<file path="config.mk">
export PLATFORM = sky130hd
export DESIGN_NAME = spmv_back
export DESIGN_NICKNAME = d
export VERILOG_FILES = /design/src/rtl/spmv_pkg.sv /design/src/rtl/spmv_back.sv
export SDC_FILE = /design/constraint.sdc
export NUM_CORES = 2
export LEC_CHECK = 0
export ABC_AREA = 0
export BUFFER_PORTS_ARGS = -buffer_cell sky130_fd_sc_hd__buf_4
export CORE_UTILIZATION = 30
export CTS_CLUSTER_DIAMETER = 30
export DETAILED_ROUTE_END_ITERATION = 16
export PLACE_DENSITY_LB_ADDON = 0.05
export SYNTH_ARGS = -nofsm -noshare
export SYNTH_HDL_FRONTEND = slang
export SYNTH_SLANG_ARGS = --single-unit
</file>
<file path="constraint.sdc">
create_clock -name clk -period 10.9 [get_ports clk]
set_input_delay 2.725 -clock clk [delete_from_list [all_inputs] [get_ports clk]]
set_output_delay 2.725 -clock clk [all_outputs]
set_load 0.01 [all_outputs]
</file>
<file path="src/rtl/spmv_pkg.sv">
// Shared types, constants and arithmetic helpers for the sparse matrix-vector block.
// No dependencies; every other file of the block but spmv_ram uses this package.
`default_nettype none

package spmv_pkg;

  // Sizes of the vector store and the fixed-point format.
  localparam int VECTOR_DEPTH  = 1024;
  localparam int FRACTION_BITS = 16;
  localparam int ADDR_W        = (VECTOR_DEPTH > 1) ? $clog2(VECTOR_DEPTH) : 1;

  // Field widths.
  localparam int OP_W    = 2;
  localparam int INDEX_W = 10;
  localparam int DATA_W  = 32;
  localparam int ROW_W   = 16;
  localparam int ACC_W   = 48;
  localparam int PROD_W  = 2 * DATA_W;
  localparam int CMP_W   = ((ADDR_W > INDEX_W) ? ADDR_W : INDEX_W) + 1;

  // Depth of the queue between the front and back parts.
  localparam int Q_DEPTH = 4;
  localparam int Q_PTR_W = $clog2(Q_DEPTH);
  localparam int Q_CNT_W = $clog2(Q_DEPTH + 1);

  // Input operation codes.
  localparam logic [OP_W-1:0] OP_LOAD  = 2'd0;
  localparam logic [OP_W-1:0] OP_NZ    = 2'd1;
  localparam logic [OP_W-1:0] OP_EMPTY = 2'd2;

  // Commands handed from the front part to the back part.
  typedef enum logic [1:0] {
    CMD_CLEAR,
    CMD_MAC,
    CMD_EMPTY
  } cmd_t;

  typedef logic signed [DATA_W-1:0] data_t;
  typedef logic signed [ACC_W-1:0]  acc_t;

  // One queued request: command, end-of-row flag, matrix value and vector element.
  typedef struct packed {
    cmd_t  cmd;
    logic  row_end;
    data_t value;
    data_t x;
  } q_entry_t;

  // Saturate a widened sum to the accumulator range.
  function automatic acc_t sat_acc(input logic signed [PROD_W:0] s);
    logic hi_same;
    hi_same = (s[PROD_W:ACC_W-1] == {(PROD_W-ACC_W+2){s[PROD_W]}});
    if (hi_same) begin
      sat_acc = s[ACC_W-1:0];
    end else if (s[PROD_W]) begin
      sat_acc = {1'b1, {(ACC_W-1){1'b0}}};
    end else begin
      sat_acc = {1'b0, {(ACC_W-1){1'b1}}};
    end
  endfunction

  // Clip an accumulator value to the output range; the top bit flags clipping.
  function automatic logic [DATA_W:0] clip_sum(input acc_t s);
    logic hi_same;
    hi_same = (s[ACC_W-1:DATA_W-1] == {(ACC_W-DATA_W+1){s[ACC_W-1]}});
    if (hi_same) begin
      clip_sum = {1'b0, s[DATA_W-1:0]};
    end else if (s[ACC_W-1]) begin
      clip_sum = {1'b1, 1'b1, {(DATA_W-1){1'b0}}};
    end else begin
      clip_sum = {1'b1, 1'b0, {(DATA_W-1){1'b1}}};
    end
  endfunction

endpackage

`default_nettype wire

</file>
<file path="src/rtl/spmv_back.sv">
// Back part: multiplies, accumulates per row and presents finished rows.
// Depends on spmv_pkg.
`default_nettype none

module spmv_back (
  input  wire logic                           clk,
  input  wire logic                           rst_n,
  input  wire logic                           q_not_empty,
  input  wire spmv_pkg::q_entry_t             q_entry,
  output logic                                pop,
  output logic                                out_valid,
  input  wire logic                           out_ready,
  output logic [spmv_pkg::ROW_W-1:0]          out_row_index,
  output logic signed [spmv_pkg::DATA_W-1:0]  out_row_sum,
  output logic                                out_saturated
);

  import spmv_pkg::*;

  logic                       adv;
  logic signed [PROD_W-1:0]   prod;
  logic signed [PROD_W:0]     sum_w;
  acc_t                       sum_sat;
  logic [DATA_W:0]            clipped;

  // Multiply stage.
  logic                       b1_valid_r, b1_valid_nxt;
  cmd_t                       b1_cmd_r;
  logic                       b1_row_end_r;
  logic signed [PROD_W-1:0]   b1_prod_r;

  // Accumulate stage and the pending result.
  acc_t                       acc_r, acc_nxt;
  logic [ROW_W-1:0]           row_cnt_r, row_cnt_nxt;
  logic                       res_valid_r, res_valid_nxt;
  acc_t                       res_sum_r, res_sum_nxt;
  logic [ROW_W-1:0]           res_row_r, res_row_nxt;

  // Output register.
  logic                       out_valid_r;
  logic [ROW_W-1:0]           out_row_r;
  data_t                      out_sum_r;
  logic                       out_sat_r;

  // The whole back pipeline moves when the output register can take a result.
  assign adv = !out_valid_r || out_ready;
  assign pop = adv && q_not_empty;

  // Full product, floor-shifted to the fixed-point scale.
  assign prod = (PROD_W'(q_entry.value) * PROD_W'(q_entry.x)) >>> FRACTION_BITS;

  always_comb begin
    b1_valid_nxt = adv ? q_not_empty : b1_valid_r;
  end

  always_ff @(posedge clk) begin
    if (pop) begin
      b1_cmd_r     <= q_entry.cmd;
      b1_row_end_r <= q_entry.row_end;
      b1_prod_r    <= prod;
    end
  end

  // Accumulate with saturation, finish rows and count them.
  assign sum_w   = {{(PROD_W-ACC_W+1){acc_r[ACC_W-1]}}, acc_r} + {b1_prod_r[PROD_W-1], b1_prod_r};
  assign sum_sat = sat_acc(sum_w);

  always_comb begin
    acc_nxt       = acc_r;
    row_cnt_nxt   = row_cnt_r;
    res_valid_nxt = res_valid_r;
    res_sum_nxt   = res_sum_r;
    res_row_nxt   = res_row_r;
    if (adv) begin
      res_valid_nxt = 1'b0;
      if (b1_valid_r) begin
        unique case (b1_cmd_r)
          CMD_CLEAR: begin
            acc_nxt     = '0;
            row_cnt_nxt = '0;
          end
          CMD_MAC: begin
            if (b1_row_end_r) begin
              acc_nxt       = '0;
              res_valid_nxt = 1'b1;
              res_sum_nxt   = sum_sat;
              res_row_nxt   = row_cnt_r;
              row_cnt_nxt   = row_cnt_r + 1'b1;
            end else begin
              acc_nxt = sum_sat;
            end
          end
          CMD_EMPTY: begin
            acc_nxt       = '0;
            res_valid_nxt = 1'b1;
            res_sum_nxt   = '0;
            res_row_nxt   = row_cnt_r;
            row_cnt_nxt   = row_cnt_r + 1'b1;
          end
          default: begin
            acc_nxt = acc_r;
          end
        endcase
      end
    end
  end

  always_ff @(posedge clk) begin
    if (!rst_n) begin
      b1_valid_r  <= 1'b0;
      res_valid_r <= 1'b0;
      out_valid_r <= 1'b0;
      acc_r       <= '0;
      row_cnt_r   <= '0;
    end else begin
      b1_valid_r  <= b1_valid_nxt;
      res_valid_r <= res_valid_nxt;
      acc_r       <= acc_nxt;
      row_cnt_r   <= row_cnt_nxt;
      if (adv) begin
        out_valid_r <= res_valid_r;
      end
    end
  end

  always_ff @(posedge clk) begin
    res_sum_r <= res_sum_nxt;
    res_row_r <= res_row_nxt;
  end

  // Clip the row sum into the output register.
  assign clipped = clip_sum(res_sum_r);

  always_ff @(posedge clk) begin
    if (adv && res_valid_r) begin
      out_row_r <= res_row_r;
      out_sum_r <= clipped[DATA_W-1:0];
      out_sat_r <= clipped[DATA_W];
    end
  end

  assign out_valid     = out_valid_r;
  assign out_row_index = out_row_r;
  assign out_row_sum   = out_sum_r;
  assign out_saturated = out_sat_r;

`ifndef NO_ASSERTIONS
  // A processed clear restarts the row count and empties the accumulator.
  a_clear: assert property (@(posedge clk) disable iff (!rst_n)
    adv && b1_valid_r && b1_cmd_r == CMD_CLEAR |=> row_cnt_r == '0 && acc_r == '0)
    else $error("clear did not reset the row state");

  // A finished row leaves the accumulator empty and advances the row count.
  a_row_done: assert property (@(posedge clk) disable iff (!rst_n)
    adv && b1_valid_r && (b1_cmd_r == CMD_EMPTY || (b1_cmd_r == CMD_MAC && b1_row_end_r))
    |=> acc_r == '0 && row_cnt_r == $past(row_cnt_r) + 1'b1 && res_valid_r)
    else $error("finished row not handled");

  // A pending result only appears from a row-finishing command.
  a_res_src: assert property (@(posedge clk) disable iff (!rst_n)
    $rose(res_valid_r) |-> $past(b1_valid_r) &&
      ($past(b1_cmd_r) == CMD_EMPTY || ($past(b1_cmd_r) == CMD_MAC && $past(b1_row_end_r))))
    else $error("result without a finished row");
`endif

endmodule

`default_nettype wire

</file>
==> out/results.ini <==
[status]
outcome = complete, no violations

[routing]
routed_via_density = 4.566
ant_nets = 0
drc = 0
initialDrtViolationCount = 1468
num_vias = 31700
post_drt_wl_per_cell_um = 20.63
firstDrtPassIters = 5
drt-total-wl_mm = 143.3

[clock_tree]
cts_buffer_depth = 3
cts-root-buf = clkbuf_16
clk-insertion-delay-late_ns = 0.55
numClockSinks = 231
htree_levels = 2
cts_tree = done
numCtsBuffers = 43
cts.clk_slew.worst_paths_ns = 0.05
cts_setup_buffers = 0

[worst_setup_path]
worstPathMaxFanout = 17
required_ns = 11.16
crit_top_cell = fa_1
cpPeakStageDelay_ns = 0.69
arrival_ns = 10.53
end_kind = flip-flop
crit_slowest_cell = fa_1
worstSetupPathType = in2reg
cp-start-kind = primary input
crit_chain = buf_4 -> buf_4 -> and2_1 -> fa_1 -> fa_1 -> inv_1 -> fa_1 -> fa_1 -> inv_1 -> fa_1 -> fa_1 -> fa_1 -> fa_1 -> ha_1 -> and2_1 -> a22o_1 -> o41a_1 -> nor4_2 -> a21oi_2 -> a31o_1 -> a221o_1 -> a221oi_2 -> o21bai_1 -> xnor2_1
r2r_cells = 14

[placement]
routabilityCongestion = 0.8216
dpl.hpwl_mm = 118.5
portBuffers = 121

[global_routing]
grt_pass1_wl_mm = 222.7
overflow = 0
top_usage_layer = met2
grt_pass1_vias = 35610
grtUsageMet1 = 0.2705
grt_max_degree = 65
grtUsageTotal = 0.1875
antenna_found_initial = 15
grt.met3_usage = 0.02314
grtUsageMet2 = 0.3044

[floorplan]
core_mm2 = 0.1540
die_h_um = 395.9
pin_count = 122
die_w_um = 395.9
dieArea_mm2 = 0.1568
rows = 144
initial_core_util = 0.3022

[sta]
fmax_ghz = 0.09738
hold_viol = 0
period_needed_ns = 10.27
hold_ws_ns = 0.4174
fin_setup_tns_ns = 0
finalCritPeriodShare = 0.9421
fin_skew_ns = 0.01833
relSlewSlack = 0.2380
slew_violations = 0
rsz0062_at_grt = no
setup_violations = 0
worst_pin_slew_ns = 1.143

[layout]
regArea_mm2 = 0.006266
drive_gt1_frac = 0.07314
fillers = 16080
syn2layout_area_growth_pct = 10.87
multiInputGateArea_mm2 = 0.03541
fin_nets = 6246
post-route-util = 0.3351

[logic_synthesis]
yosys.area.top_type = fa_1
ys_types = 75
yosysTopAreaCellShare = 0.4653
synth-seq-area-share = 0.1346
yosysWarnings = 0
synth-main-ff-cell = edfxtp_1
ys_seq_elements = 231
postSynthAreaPerCell_um2 = 9.666
synth_area_leaders = fa_1, edfxtp_1, inv_1, and2_1, ha_1
syn_nets = 6202
netlist_area_mm2 = 0.04655
synthArstFlopShare = 0
syn_inst = 4816
synth_edf_count = 164

[hold_path]
worstHoldPathType = reg2reg
hold-path-cell-count = 0

[job]
maxCapViolations = 0

[worst paths after layout]
check | from | slack [ns] | end
setup / recovery | q_entry[56] | 0.63 | b1_prod_r[47]$_DFFE_PP_
hold / removal | res_row_r[8]$_DFFE_PP_ | 0.42 | out_row_index[8]$_DFFE_PP_
setup reg to reg | b1_prod_r[0]$_DFFE_PP_ | 6.35 | acc_r[23]$_SDFFE_PN0P_
hold reg to reg | res_row_r[8]$_DFFE_PP_ | 0.42 | out_row_index[8]$_DFFE_PP_
[logic make-up (layout without fill, tap and decap cells)]
family,after synthesis,in the layout,share of synthesized area
multiplexers,2,2,0.0004300
flip-flops,231,231,0.1346
AND/OR/NAND/NOR,1408,1408,0.1477
adder cells (fa/ha/maj),1315,1315,0.5279
AO/OA/AOI/OAI,444,444,0.06235
buffers and inverters,1303,1382,0.1058
other,0,5,0
XOR/XNOR,113,113,0.02126
[stage by stage]
step	cell area, um^2	cells	setup slack, ns
3_5_place_dp	50120	6859	-0.02838
5_1_grt	51600	6940	0.1744
3_3_place_gp	50120	6859	-0.08651
2_1_floorplan	46550	4816	0.2040
6_report	51610	6944	0.6309
4_1_cts	51600	6939	0.4741
[metal layers]
metal,share of wire,up-vias
met5,0.00061,-
met4,0.015,14
met3,0.040,132
met2,0.46,503
met1,0.49,16550
li1,-,14510
[cells in the mapped netlist (5+ instances only)]
cell type  instances
a211oi_1           5
a211o_1            7
o21bai_1          23
o21ai_1           34
nor2_1           156
edfxtp_1         164
nor4_1             6
a221o_1           15
o21a_1            16
nor2b_1           13
nand3_1           29
o21ai_0           77
clkbuf_1         226
o31ai_1            5
nand2b_1          19
or3_1              9
buf_2             20
xnor2_1           69
nand4_1           29
a21oi_1          130
nor3_1            16
xor2_1            44
fa_1            1082
and2_1           486
or2_2              6
inv_1           1056
and3_1            12
nand2_1          611
and4_1             5
ha_1             233
o211ai_1           7
a31oi_1           14
dfxtp_1           67
a21o_1            57
[worst max-delay path: cells and delay by family]
family	cells	cell delay (ns)
adder cells (fa/ha/maj)	9	4.42
AO/OA/AOI/OAI	7	1.79
buffers and inverters	4	0.74
AND/OR/NAND/NOR	3	0.69
XOR/XNOR	1	0.13
[cell type report]
type,instances,area share
diodes,5,0.0002424
inverters,1056,0.07680
clock inverters,27,0.005721
flip-flops and latches,231,0.1214
well taps,2044,0.04955
repair buffers,246,0.03723
clock buffers,53,0.02298
multi-input cells,3282,0.6861
[repair_timing]
item                       CTS  global route
gates resized for setup      0             1
setup endpoints to repair    0             1
hold buffers                 0             0
[sequential cells by signal, indices dropped and copies added, names as in the netlist]
name           count
acc_r             48
b1_cmd_r           2
b1_prod_r         48
b1_row_end_r       1
b1_valid_r         1
out_row_index     16
out_row_sum       32
out_saturated      1
out_valid          1
res_row_r         16
res_sum_r         48
res_valid_r        1
row_cnt_r         16
[placed cells by master (no fill, tap or decap), types with 77 or more instances in the layout]
master	n
a21oi_1	129
and2_1	486
buf_4	240
edfxtp_1	164
fa_1	1082
ha_1	233
inv_1	1056
nand2_1	611
nor2_1	156
o21ai_0	77
Power is left out: the tool's default activity adds up to more than one toggle a clock period on the data nets, which glitch-free logic cannot reach.
