## config.mk

```make
export PLATFORM = sky130hd
export DESIGN_NAME = spmv_queue
export DESIGN_NICKNAME = d
export VERILOG_FILES = /design/src/rtl/spmv_pkg.sv /design/src/rtl/spmv_queue.sv
export SDC_FILE = /design/constraint.sdc
export NUM_CORES = 1
export LEC_CHECK = 0
export BUFFER_PORTS_ARGS = -buffer_cell sky130_fd_sc_hd__buf_2
export CAP_MARGIN = 10
export CORE_MARGIN = 2
export CORE_UTILIZATION = 25
export DETAILED_ROUTE_END_ITERATION = 16
export GPL_ROUTABILITY_DRIVEN = 0
export SYNTH_ARGS = -nofsm -noshare
export SYNTH_HDL_FRONTEND = slang
export SYNTH_SLANG_ARGS = --single-unit
```

## constraint.sdc

```tcl
create_clock -name clk -period 6.55 [get_ports clk]
set_input_delay 0.3275 -clock clk [delete_from_list [all_inputs] [get_ports clk]]
set_output_delay 0.3275 -clock clk [all_outputs]
set_load 0.01 [all_outputs]
```

## src/rtl/spmv_pkg.sv

```systemverilog
// Shared types, constants and arithmetic helpers for the sparse matrix-vector block.
// No dependencies; every other file of the block but spmv_ram uses this package.
`default_nettype none

package spmv_pkg;

  // Sizes of the vector store and the fixed-point format.
  localparam int VECTOR_DEPTH  = 1024;
  localparam int FRACTION_BITS = 16;
  localparam int ADDR_W        = (VECTOR_DEPTH > 1) ? $clog2(VECTOR_DEPTH) : 1;

  // Field widths.
  localparam int OP_W    = 2;
  localparam int INDEX_W = 10;
  localparam int DATA_W  = 32;
  localparam int ROW_W   = 16;
  localparam int ACC_W   = 48;
  localparam int PROD_W  = 2 * DATA_W;
  localparam int CMP_W   = ((ADDR_W > INDEX_W) ? ADDR_W : INDEX_W) + 1;

  // Depth of the queue between the front and back parts.
  localparam int Q_DEPTH = 4;
  localparam int Q_PTR_W = $clog2(Q_DEPTH);
  localparam int Q_CNT_W = $clog2(Q_DEPTH + 1);

  // Input operation codes.
  localparam logic [OP_W-1:0] OP_LOAD  = 2'd0;
  localparam logic [OP_W-1:0] OP_NZ    = 2'd1;
  localparam logic [OP_W-1:0] OP_EMPTY = 2'd2;

  // Commands handed from the front part to the back part.
  typedef enum logic [1:0] {
    CMD_CLEAR,
    CMD_MAC,
    CMD_EMPTY
  } cmd_t;

  typedef logic signed [DATA_W-1:0] data_t;
  typedef logic signed [ACC_W-1:0]  acc_t;

  // One queued request: command, end-of-row flag, matrix value and vector element.
  typedef struct packed {
    cmd_t  cmd;
    logic  row_end;
    data_t value;
    data_t x;
  } q_entry_t;

  // Saturate a widened sum to the accumulator range.
  function automatic acc_t sat_acc(input logic signed [PROD_W:0] s);
    logic hi_same;
    hi_same = (s[PROD_W:ACC_W-1] == {(PROD_W-ACC_W+2){s[PROD_W]}});
    if (hi_same) begin
      sat_acc = s[ACC_W-1:0];
    end else if (s[PROD_W]) begin
      sat_acc = {1'b1, {(ACC_W-1){1'b0}}};
    end else begin
      sat_acc = {1'b0, {(ACC_W-1){1'b1}}};
    end
  endfunction

  // Clip an accumulator value to the output range; the top bit flags clipping.
  function automatic logic [DATA_W:0] clip_sum(input acc_t s);
    logic hi_same;
    hi_same = (s[ACC_W-1:DATA_W-1] == {(ACC_W-DATA_W+1){s[ACC_W-1]}});
    if (hi_same) begin
      clip_sum = {1'b0, s[DATA_W-1:0]};
    end else if (s[ACC_W-1]) begin
      clip_sum = {1'b1, 1'b1, {(DATA_W-1){1'b0}}};
    end else begin
      clip_sum = {1'b1, 1'b0, {(DATA_W-1){1'b1}}};
    end
  endfunction

endpackage

`default_nettype wire

```

## src/rtl/spmv_queue.sv

```systemverilog
// Short queue that decouples the front part from the back part.
// Depends on spmv_pkg.
`default_nettype none

module spmv_queue (
  input  wire logic                clk,
  input  wire logic                rst_n,
  input  wire logic                push,
  input  wire spmv_pkg::q_entry_t  push_entry,
  output logic                     full,
  input  wire logic                pop,
  output logic                     not_empty,
  output spmv_pkg::q_entry_t       pop_entry
);

  import spmv_pkg::*;

  q_entry_t            mem_r [Q_DEPTH];
  logic [Q_PTR_W-1:0]  wr_ptr_r, wr_ptr_nxt;
  logic [Q_PTR_W-1:0]  rd_ptr_r, rd_ptr_nxt;
  logic [Q_CNT_W-1:0]  count_r, count_nxt;

  assign full      = (count_r == Q_CNT_W'(Q_DEPTH));
  assign not_empty = (count_r != '0);
  assign pop_entry = mem_r[rd_ptr_r];

  // Pointer and fill count update.
  always_comb begin
    wr_ptr_nxt = wr_ptr_r;
    rd_ptr_nxt = rd_ptr_r;
    count_nxt  = count_r;
    if (push) begin
      wr_ptr_nxt = (wr_ptr_r == Q_PTR_W'(Q_DEPTH - 1)) ? '0 : wr_ptr_r + 1'b1;
    end
    if (pop) begin
      rd_ptr_nxt = (rd_ptr_r == Q_PTR_W'(Q_DEPTH - 1)) ? '0 : rd_ptr_r + 1'b1;
    end
    if (push && !pop) begin
      count_nxt = count_r + 1'b1;
    end else if (pop && !push) begin
      count_nxt = count_r - 1'b1;
    end
  end

  always_ff @(posedge clk) begin
    if (!rst_n) begin
      wr_ptr_r <= '0;
      rd_ptr_r <= '0;
      count_r  <= '0;
    end else begin
      wr_ptr_r <= wr_ptr_nxt;
      rd_ptr_r <= rd_ptr_nxt;
      count_r  <= count_nxt;
    end
  end

  // Entry storage.
  always_ff @(posedge clk) begin
    if (push) begin
      mem_r[wr_ptr_r] <= push_entry;
    end
  end

`ifndef NO_ASSERTIONS
  // A push alone raises the fill count by exactly one.
  a_push_count: assert property (@(posedge clk) disable iff (!rst_n)
    push && !pop |=> count_r == $past(count_r) + 1'b1)
    else $error("queue fill count did not follow a push");
`endif

endmodule

`default_nettype wire

```

==> results of run 1 <==
## cells in the final DEF, fill, tap and decap left out, drive strengths merged
cell type / Yosys / routed
xor2: 1 / 1
nor3b: 1 / 1
a21boi: 1 / 1
xnor2: 1 / 1
buf: 15 / 145
or3: 2 / 2
dlygate4sd3: 0 / 67
nor3: 1 / 1
mux4: 67 / 67
fa: 1 / 1
and2: 5 / 5
edfxtp: 268 / 268
diode: 0 / 1
o21ai: 1 / 1
o21a: 1 / 1
clkinv: 0 / 11
nor2b: 5 / 5
dfxtp: 9 / 9
inv: 4 / 6
nor2: 1 / 1
mux2i: 4 / 4
ha: 6 / 6
clkbuf: 0 / 42
bufinv: 0 / 2
## metal layers
layer,track usage [%],vias up,routed length (um)
met3,1.821,35,1008
met1,12.35,2452,8955
li1,-,2145,-
met5,0,-,0
met4,3.392,0,548
met2,15.49,127,9472
## logic make-up (layout without fill, tap and decap cells)
family	after synthesis	count (layout)	share of synthesized area [%]
flip-flops	277	277	80.98
multiplexers	71	71	15.24
buffers and inverters	19	273	1.576
AND/OR/NAND/NOR	15	15	0.8988
adder cells (fa/ha/maj)	7	7	0.9358
AO/OA/AOI/OAI	3	3	0.1970
XOR/XNOR	2	2	0.1724
other	0	1	0
## cell usage after synthesis
cell type	number
a21boi_0	1
and2_1	5
buf_1	3
buf_12	4
buf_2	4
buf_4	3
buf_6	1
dfxtp_1	9
edfxtp_1	268
fa_1	1
ha_1	6
inv_1	4
mux2i_1	4
mux4_2	67
nor2_1	1
nor2b_1	5
nor3_1	1
nor3b_1	1
o21a_1	1
o21ai_0	1
or3_1	2
xnor2_1	1
xor2_1	1
## flip-flops by register name, indices dropped and copies added, names as in the netlist, named ones only
signal and flops:
count_r 3, wr_ptr_r 2, rd_ptr_r 2, mem_r 268
## per-stage QoR
stage                     hold slack (ns)  total power, mW
after floorplan                    0.4264            2.286
after global placement             0.4915            2.421
after detailed placement           0.5213            2.428
after CTS                         0.04384            4.099
after global routing              0.06230            4.194
final                             0.07785            4.022
## repair_timing
item	4_1_cts	5_1_grt
hold endpoints to repair	268	0
endpoints found under the setup margin	0	0
buffers inserted	0	0
hold buffers	67	0
## where the power goes
| group | switching, mW | internal, mW | leakage (nW) |
|---|---|---|---|
| clock | 0.652 | 0.959 | 0.474 |
| combinational | 0.174 | 0.173 | 1.37 |
| sequential | 0.0336 | 2.03 | 2.54 |
## layout make-up
class                      instances  area share (%)
sequential                       277           63.06
clock buffer                      42           6.333
antenna                            1         0.01916
clock inverter                    15          0.9868
tap                              525           5.030
multi-input combinational         98           13.65
inverter                           4          0.1150
timing repair buffer             212           10.81
## worst paths after layout
path | depth (start not counted) | start | endpoint
hold reg to reg | 2 | count_r[2] | count_r[2]
setup reg to reg | 3 | wr_ptr_r[0] | mem_r[3][21]
hold / removal | 2 | rst_n | flop
setup / recovery | 3 | flop | pop_entry[38]
==> qor.yml, run 1 <==
final_layout:
  fill_cells: 3775
  layout-drive-gt1-share_pct: 40.43
  seqCellArea_sq_um: 8235
  synthToLayoutAreaGrowth_pct: 28.53
  stdcell_count: 1174
  nNetsFinal: 702
  design_area_sq_um: 13060
  final_core_util_pct: 32.72
  multi_input_area_sq_um: 1783
logic_synthesis:
  ys_ff_latch: 277
  synth-seq-area-share_pct: 80.98
  syn-mean-instance-area_sq_um: 25.79
  synth.area.top_cells: "edfxtp_1, mux4_2, dfxtp_1"
  syn_nets: 472
  yosys.area.top_type_share_pct: 79.20
  yosys.area.top_type: "edfxtp_1"
  synthCells: 394
  syn_area_sq_um: 10160
  synth.distinct_cells: 23
  yosysWarnings: 0
die:
  die_x_um: 205.6
  dieArea_sq_um: 42270
  fp.dieH_um: 205.6
  start_util_pct: 25.46
  core_area_sq_um: 39910
  rows: 73
  num_io_pins: 140
worst_hold_path:
  hp-class: "in -> reg"
setup_path:
  path_max_fanout: 35
  required_ns: 6.22
  crit_type: "reg -> out"
  cp_slowest_cell: "dfxtp_4"
  crit_family: "buffers and inverters"
  crit_chain: "buf_4 -> mux4_2 -> buf_2"
  slowest_delay_ns: 0.82
  worst_setup_path_start_kind: "flop"
  cp_num_buf_inv: 2
  cp.arrival_ns: 2.90
  cp-end-kind: "output port"
  rrSetupSlack_ns: 4.47
route:
  dr.first_iter.drc_count: 241
  vias: 4759
  drt-pass1-iter-count: 4
  drt_wl_total_mm: 19.99
  detail-route-antenna-nets: 0
  post_drt_wl_per_cell_um: 17.02
  viasPerCell: 4.054
  drc: 0
clocking:
  cts_buffer_depth: 3
  cts_buffers: 31
  clk_latency_ns: 0.55
  clkSinkCount: 277
  cts_root_buf: "clkbuf_16"
  cts_max_level: 1
  cts_tree: "done"
  cts_resized: 0
  clkTransAtPathRegs_ns: 0.06
sta:
  rsz0062_at_grt: "no"
  worst_pin_slew_ns: 0.7525
  tns_ns: 0
  clock-skew-final_ns: 0.008517
  slew_violations: 0
  final.min_clock_period_ns: 3.225
  finalSetupViolCount: 0
  min_period_over_period_pct: 49.24
  fmax_ghz: 0.3101
  slew_headroom_pct: 49.83
  fin_ws_ns: 3.325
  final-hold-violation-count: 0
global_routing:
  overflow: 0
  track_usage_pct: 9.401
  grt_pass1_vias: 5040
  grt_max_degree: 46
  grt_pass1_wl_mm: 29.85
  grt_antenna_before_repair: 1
place:
  place_inst: 1049
  hpwl_mm: 11.49
  placed_cell_area_sq_um: 11430
  post-place-ws_ns: 3.771
  io_buffers: 139
power_and_ir_drop:
  p_per_area_nw_per_um2: 308.0
  p_leak_nw: 4.379
  ir_drop_mv: 0.2071
run:
  cap_violations: 0
run_status:
  outcome: "completed"
Power figures use the tool's default switching activity.
==> run 2: changes to the inputs <==
- ABC_AREA: not set -> 1
- clock period: 6.55 -> 2.8 ns (I/O delays scaled with it)
==> qor.yml, run 2 <==
sta:
  slew_headroom_pct: 33.25  # -17 points
  final-hold-violation-count: 0  # unchanged
  fin_ws_ns: 0.2959  # -3.029 ns
  slew_violations: 0  # unchanged
  min_period_over_period_pct: 89.43
  clock-skew-final_ns: 0.007282  # -0.001235 ns
  fmax_ghz: 0.3993
  final.min_clock_period_ns: 2.504
  tns_ns: 0  # unchanged
  worst_pin_slew_ns: 1.001  # +0.2488 ns
  finalSetupViolCount: 0  # unchanged
  rsz0062_at_grt: "no"
global_routing:
  grt_pass1_wl_mm: 38.16  # +28%
  grt_max_degree: 102  # +120%
  grt_pass1_vias: 6487  # +29%
  grt_antenna_before_repair: 7  # +6
  track_usage_pct: 11.34  # +1.9 points
  overflow: 0  # unchanged
route:
  viasPerCell: 4.384  # +8.1%
  dr.first_iter.drc_count: 311  # +29%
  detail-route-antenna-nets: 0  # unchanged
  post_drt_wl_per_cell_um: 17.00  # -0.13%
  drt_wl_total_mm: 25.03  # +25%
  drc: 0  # unchanged
  vias: 6453  # +36%
  drt-pass1-iter-count: 4  # unchanged
setup_path:
  crit_family: "buffers and inverters"
  crit_chain: "inv_8 -> buf_4 -> o21ai_0 -> o22ai_1 -> buf_2"
  cp_slowest_cell: "dfxtp_4"
  slowest_delay_ns: 0.47  # -0.35 ns
  cp-end-kind: "output port"
  worst_setup_path_start_kind: "flop"
  path_max_fanout: 101  # +190%
  rr_startpoint: "wr_ptr_r[0]"
  required_ns: 2.66  # -3.56 ns
  crit_type: "reg -> out"
  cp.arrival_ns: 2.36  # -0.54 ns
  cp_num_buf_inv: 3  # +1
final_layout:
  largest_reg_flops: 268  # unchanged
  largestRegisters: "mem_r x268, count_r x3"
  layout_common_cells: "edfxtp_1, nor2_1, buf_2"
  stdcell_count: 1472  # +25%
  synthToLayoutAreaGrowth_pct: 27.07
  nNetsFinal: 995  # +42%
  layout-drive-gt1-share_pct: 21.32  # -19 points
  layout_commonest_cell: "edfxtp_1"
  regMostFlops: "mem_r"
  fill_cells: 4038  # +7.0%
die:
  rows: 74  # +1.4%
  die_x_um: 208.1  # +1.2%
  start_util_pct: 25.39  # -0.068 points
  dieArea_sq_um: 43300  # +2.4%
  core_area_sq_um: 41020  # +2.8%
  num_io_pins: 140  # unchanged
  fp.dieH_um: 208.1  # +1.2%
worst_hold_path:
  holdCritStartpoint: "push_entry[62]"
  hp-class: "in -> reg"
clocking:
  cts_tree: "done"
  clkSinkCount: 277  # unchanged
  cts_resized: 0  # unchanged
  cts_buffer_depth: 3  # unchanged
  cts_root_buf: "clkbuf_16"
  clkTransAtPathRegs_ns: 0.06  # about the same
  cts_max_level: 1  # unchanged
  clk_latency_ns: 0.55  # about the same
  cts_buffers: 30  # -3.2%
run:
  cap_violations: 0  # unchanged
logic_synthesis:
  synth_top_family_by_area: "compound AO/OA/AOI/OAI gates"
  synth-seq-area-share_pct: 79.01  # -2.0 points
  yosys.area.top_type: "edfxtp_1"
  synth.distinct_cells: 24  # +4.3%
  synth.area.top_cells: "edfxtp_1, o21ai_0, nor2_1"
  syn_area_sq_um: 10410  # +2.5%
  yosysWarnings: 0  # unchanged
  ys.flop_type: "edfxtp_1"
  syn-mean-instance-area_sq_um: 14.71  # -43%
  synth_compound_gate_area_share_pct: 10.75  # +11 points
  yosys.area.top_type_share_pct: 77.28  # -1.9 points
  synth_edf_count: 268  # unchanged
  synthCells: 708  # +80%
  synth.most_common_cell: "edfxtp_1"
  synthTopCellsByCount: "edfxtp_1, nor2_1, o21ai_0"
  synthXorXnorAreaFrac_pct: 0.08410  # -0.088 points
  syn_nets: 786  # +67%
  yosys.area_share.simple_pct: 5.731  # +4.8 points
  synthArstFlopShare_pct: 0  # unchanged
  ys_ff_latch: 277  # unchanged
  synth_fa_ha_area_share_pct: 0.9131  # -0.023 points
  synth.mux.area_fraction_pct: 0  # -15 points
place:
  post-place-ws_ns: 0.8532  # -2.918 ns
  place_inst: 1347  # +28%
  hpwl_mm: 15.04  # +31%
  io_buffers: 139  # unchanged
run_status:
  outcome: "completed"
power_and_ir_drop:
  ir_drop_mv: 0.4470  # +120%
  p_leak_nw: 4.611  # +5.3%
  p_per_area_nw_per_um2: 710.7  # +130%
## run 2: cell families (layout without fill, tap and decap cells)
logic type | count (synthesis) | in the layout
other | 0 | 2
adder cells (fa/ha/maj) | 7 | 7
XOR/XNOR | 1 | 1
AO/OA/AOI/OAI | 207 | 207
AND/OR/NAND/NOR | 157 | 157
buffers and inverters | 59 | 289
flip-flops | 277 | 277
## run 2: path summary, 6_finish.rpt
check	endpoint	slack (ns)	cells after the start
worst max register to register	mem_r[2][7]	0.91	5
worst min-delay path	mem_r[3][62]	0.35	2
worst max-delay path	pop_entry[57]	0.30	5
worst min register to register	wr_ptr_r[1]	0.54	2
## run 2: what timing repair did
| item | CTS | global route |
|---|---|---|
| hold buffers | 70 | 0 |
| buffers inserted | 0 | 0 |
| endpoints found under the hold margin | 277 | 0 |
## run 2: final cells by class
class	count	area, sq um	area share (%)
Clock inverter	16	108.9	0.8226
Inverter	16	72.57	0.5484
Multi-Input combinational cell	372	1821	13.76
Timing Repair Buffer	220	1529	11.55
Tap cell	532	665.6	5.030
Sequential cell	277	8233	62.22
Antenna cell	2	5.005	0.03782
Clock buffer	37	798.3	6.033
## run 2: worst register-to-register path, stage by stage (launching register included)
cell	delay, ns
dfxtp_1	0.40
inv_1	0.09
ha_1	0.19
nand2_1	0.08
clkinv_2	0.40
buf_12	0.37
## run 2: routing by layer
layer | up-vias | global-route usage [%] | part of all wire (%) | routed length, um
met5 | - | 0 | 0.23 | 57
met4 | 10 | 3.101 | 1.7 | 416
met3 | 40 | 4.106 | 8.0 | 2000
met2 | 158 | 17.83 | 45 | 11290
met1 | 3171 | 14.77 | 45 | 11270
li1 | 3074 | - | - | -
## run 2: report_power, final
group | switching (mW) | total, mW | internal, mW
clock | 1.54 | 3.64 | 2.10
sequential | 0.0541 | 4.79 | 4.74
combinational | 0.624 | 0.977 | 0.353
total | 2.21 | 9.40 | 7.19
## run 2: through the flow
stage	hold slack (ns)	total power, mW	instance area [sq um]	utilization [%]
finish	0.3494	9.405	13230	32.26
global route	0.3308	9.802	13230	32.26
CTS	0.3128	9.534	13230	32.25
detailed placement	0.3581	5.795	11620	28.33
global placement	0.3553	5.779	11620	28.33
floorplan	0.2389	5.378	10410	-
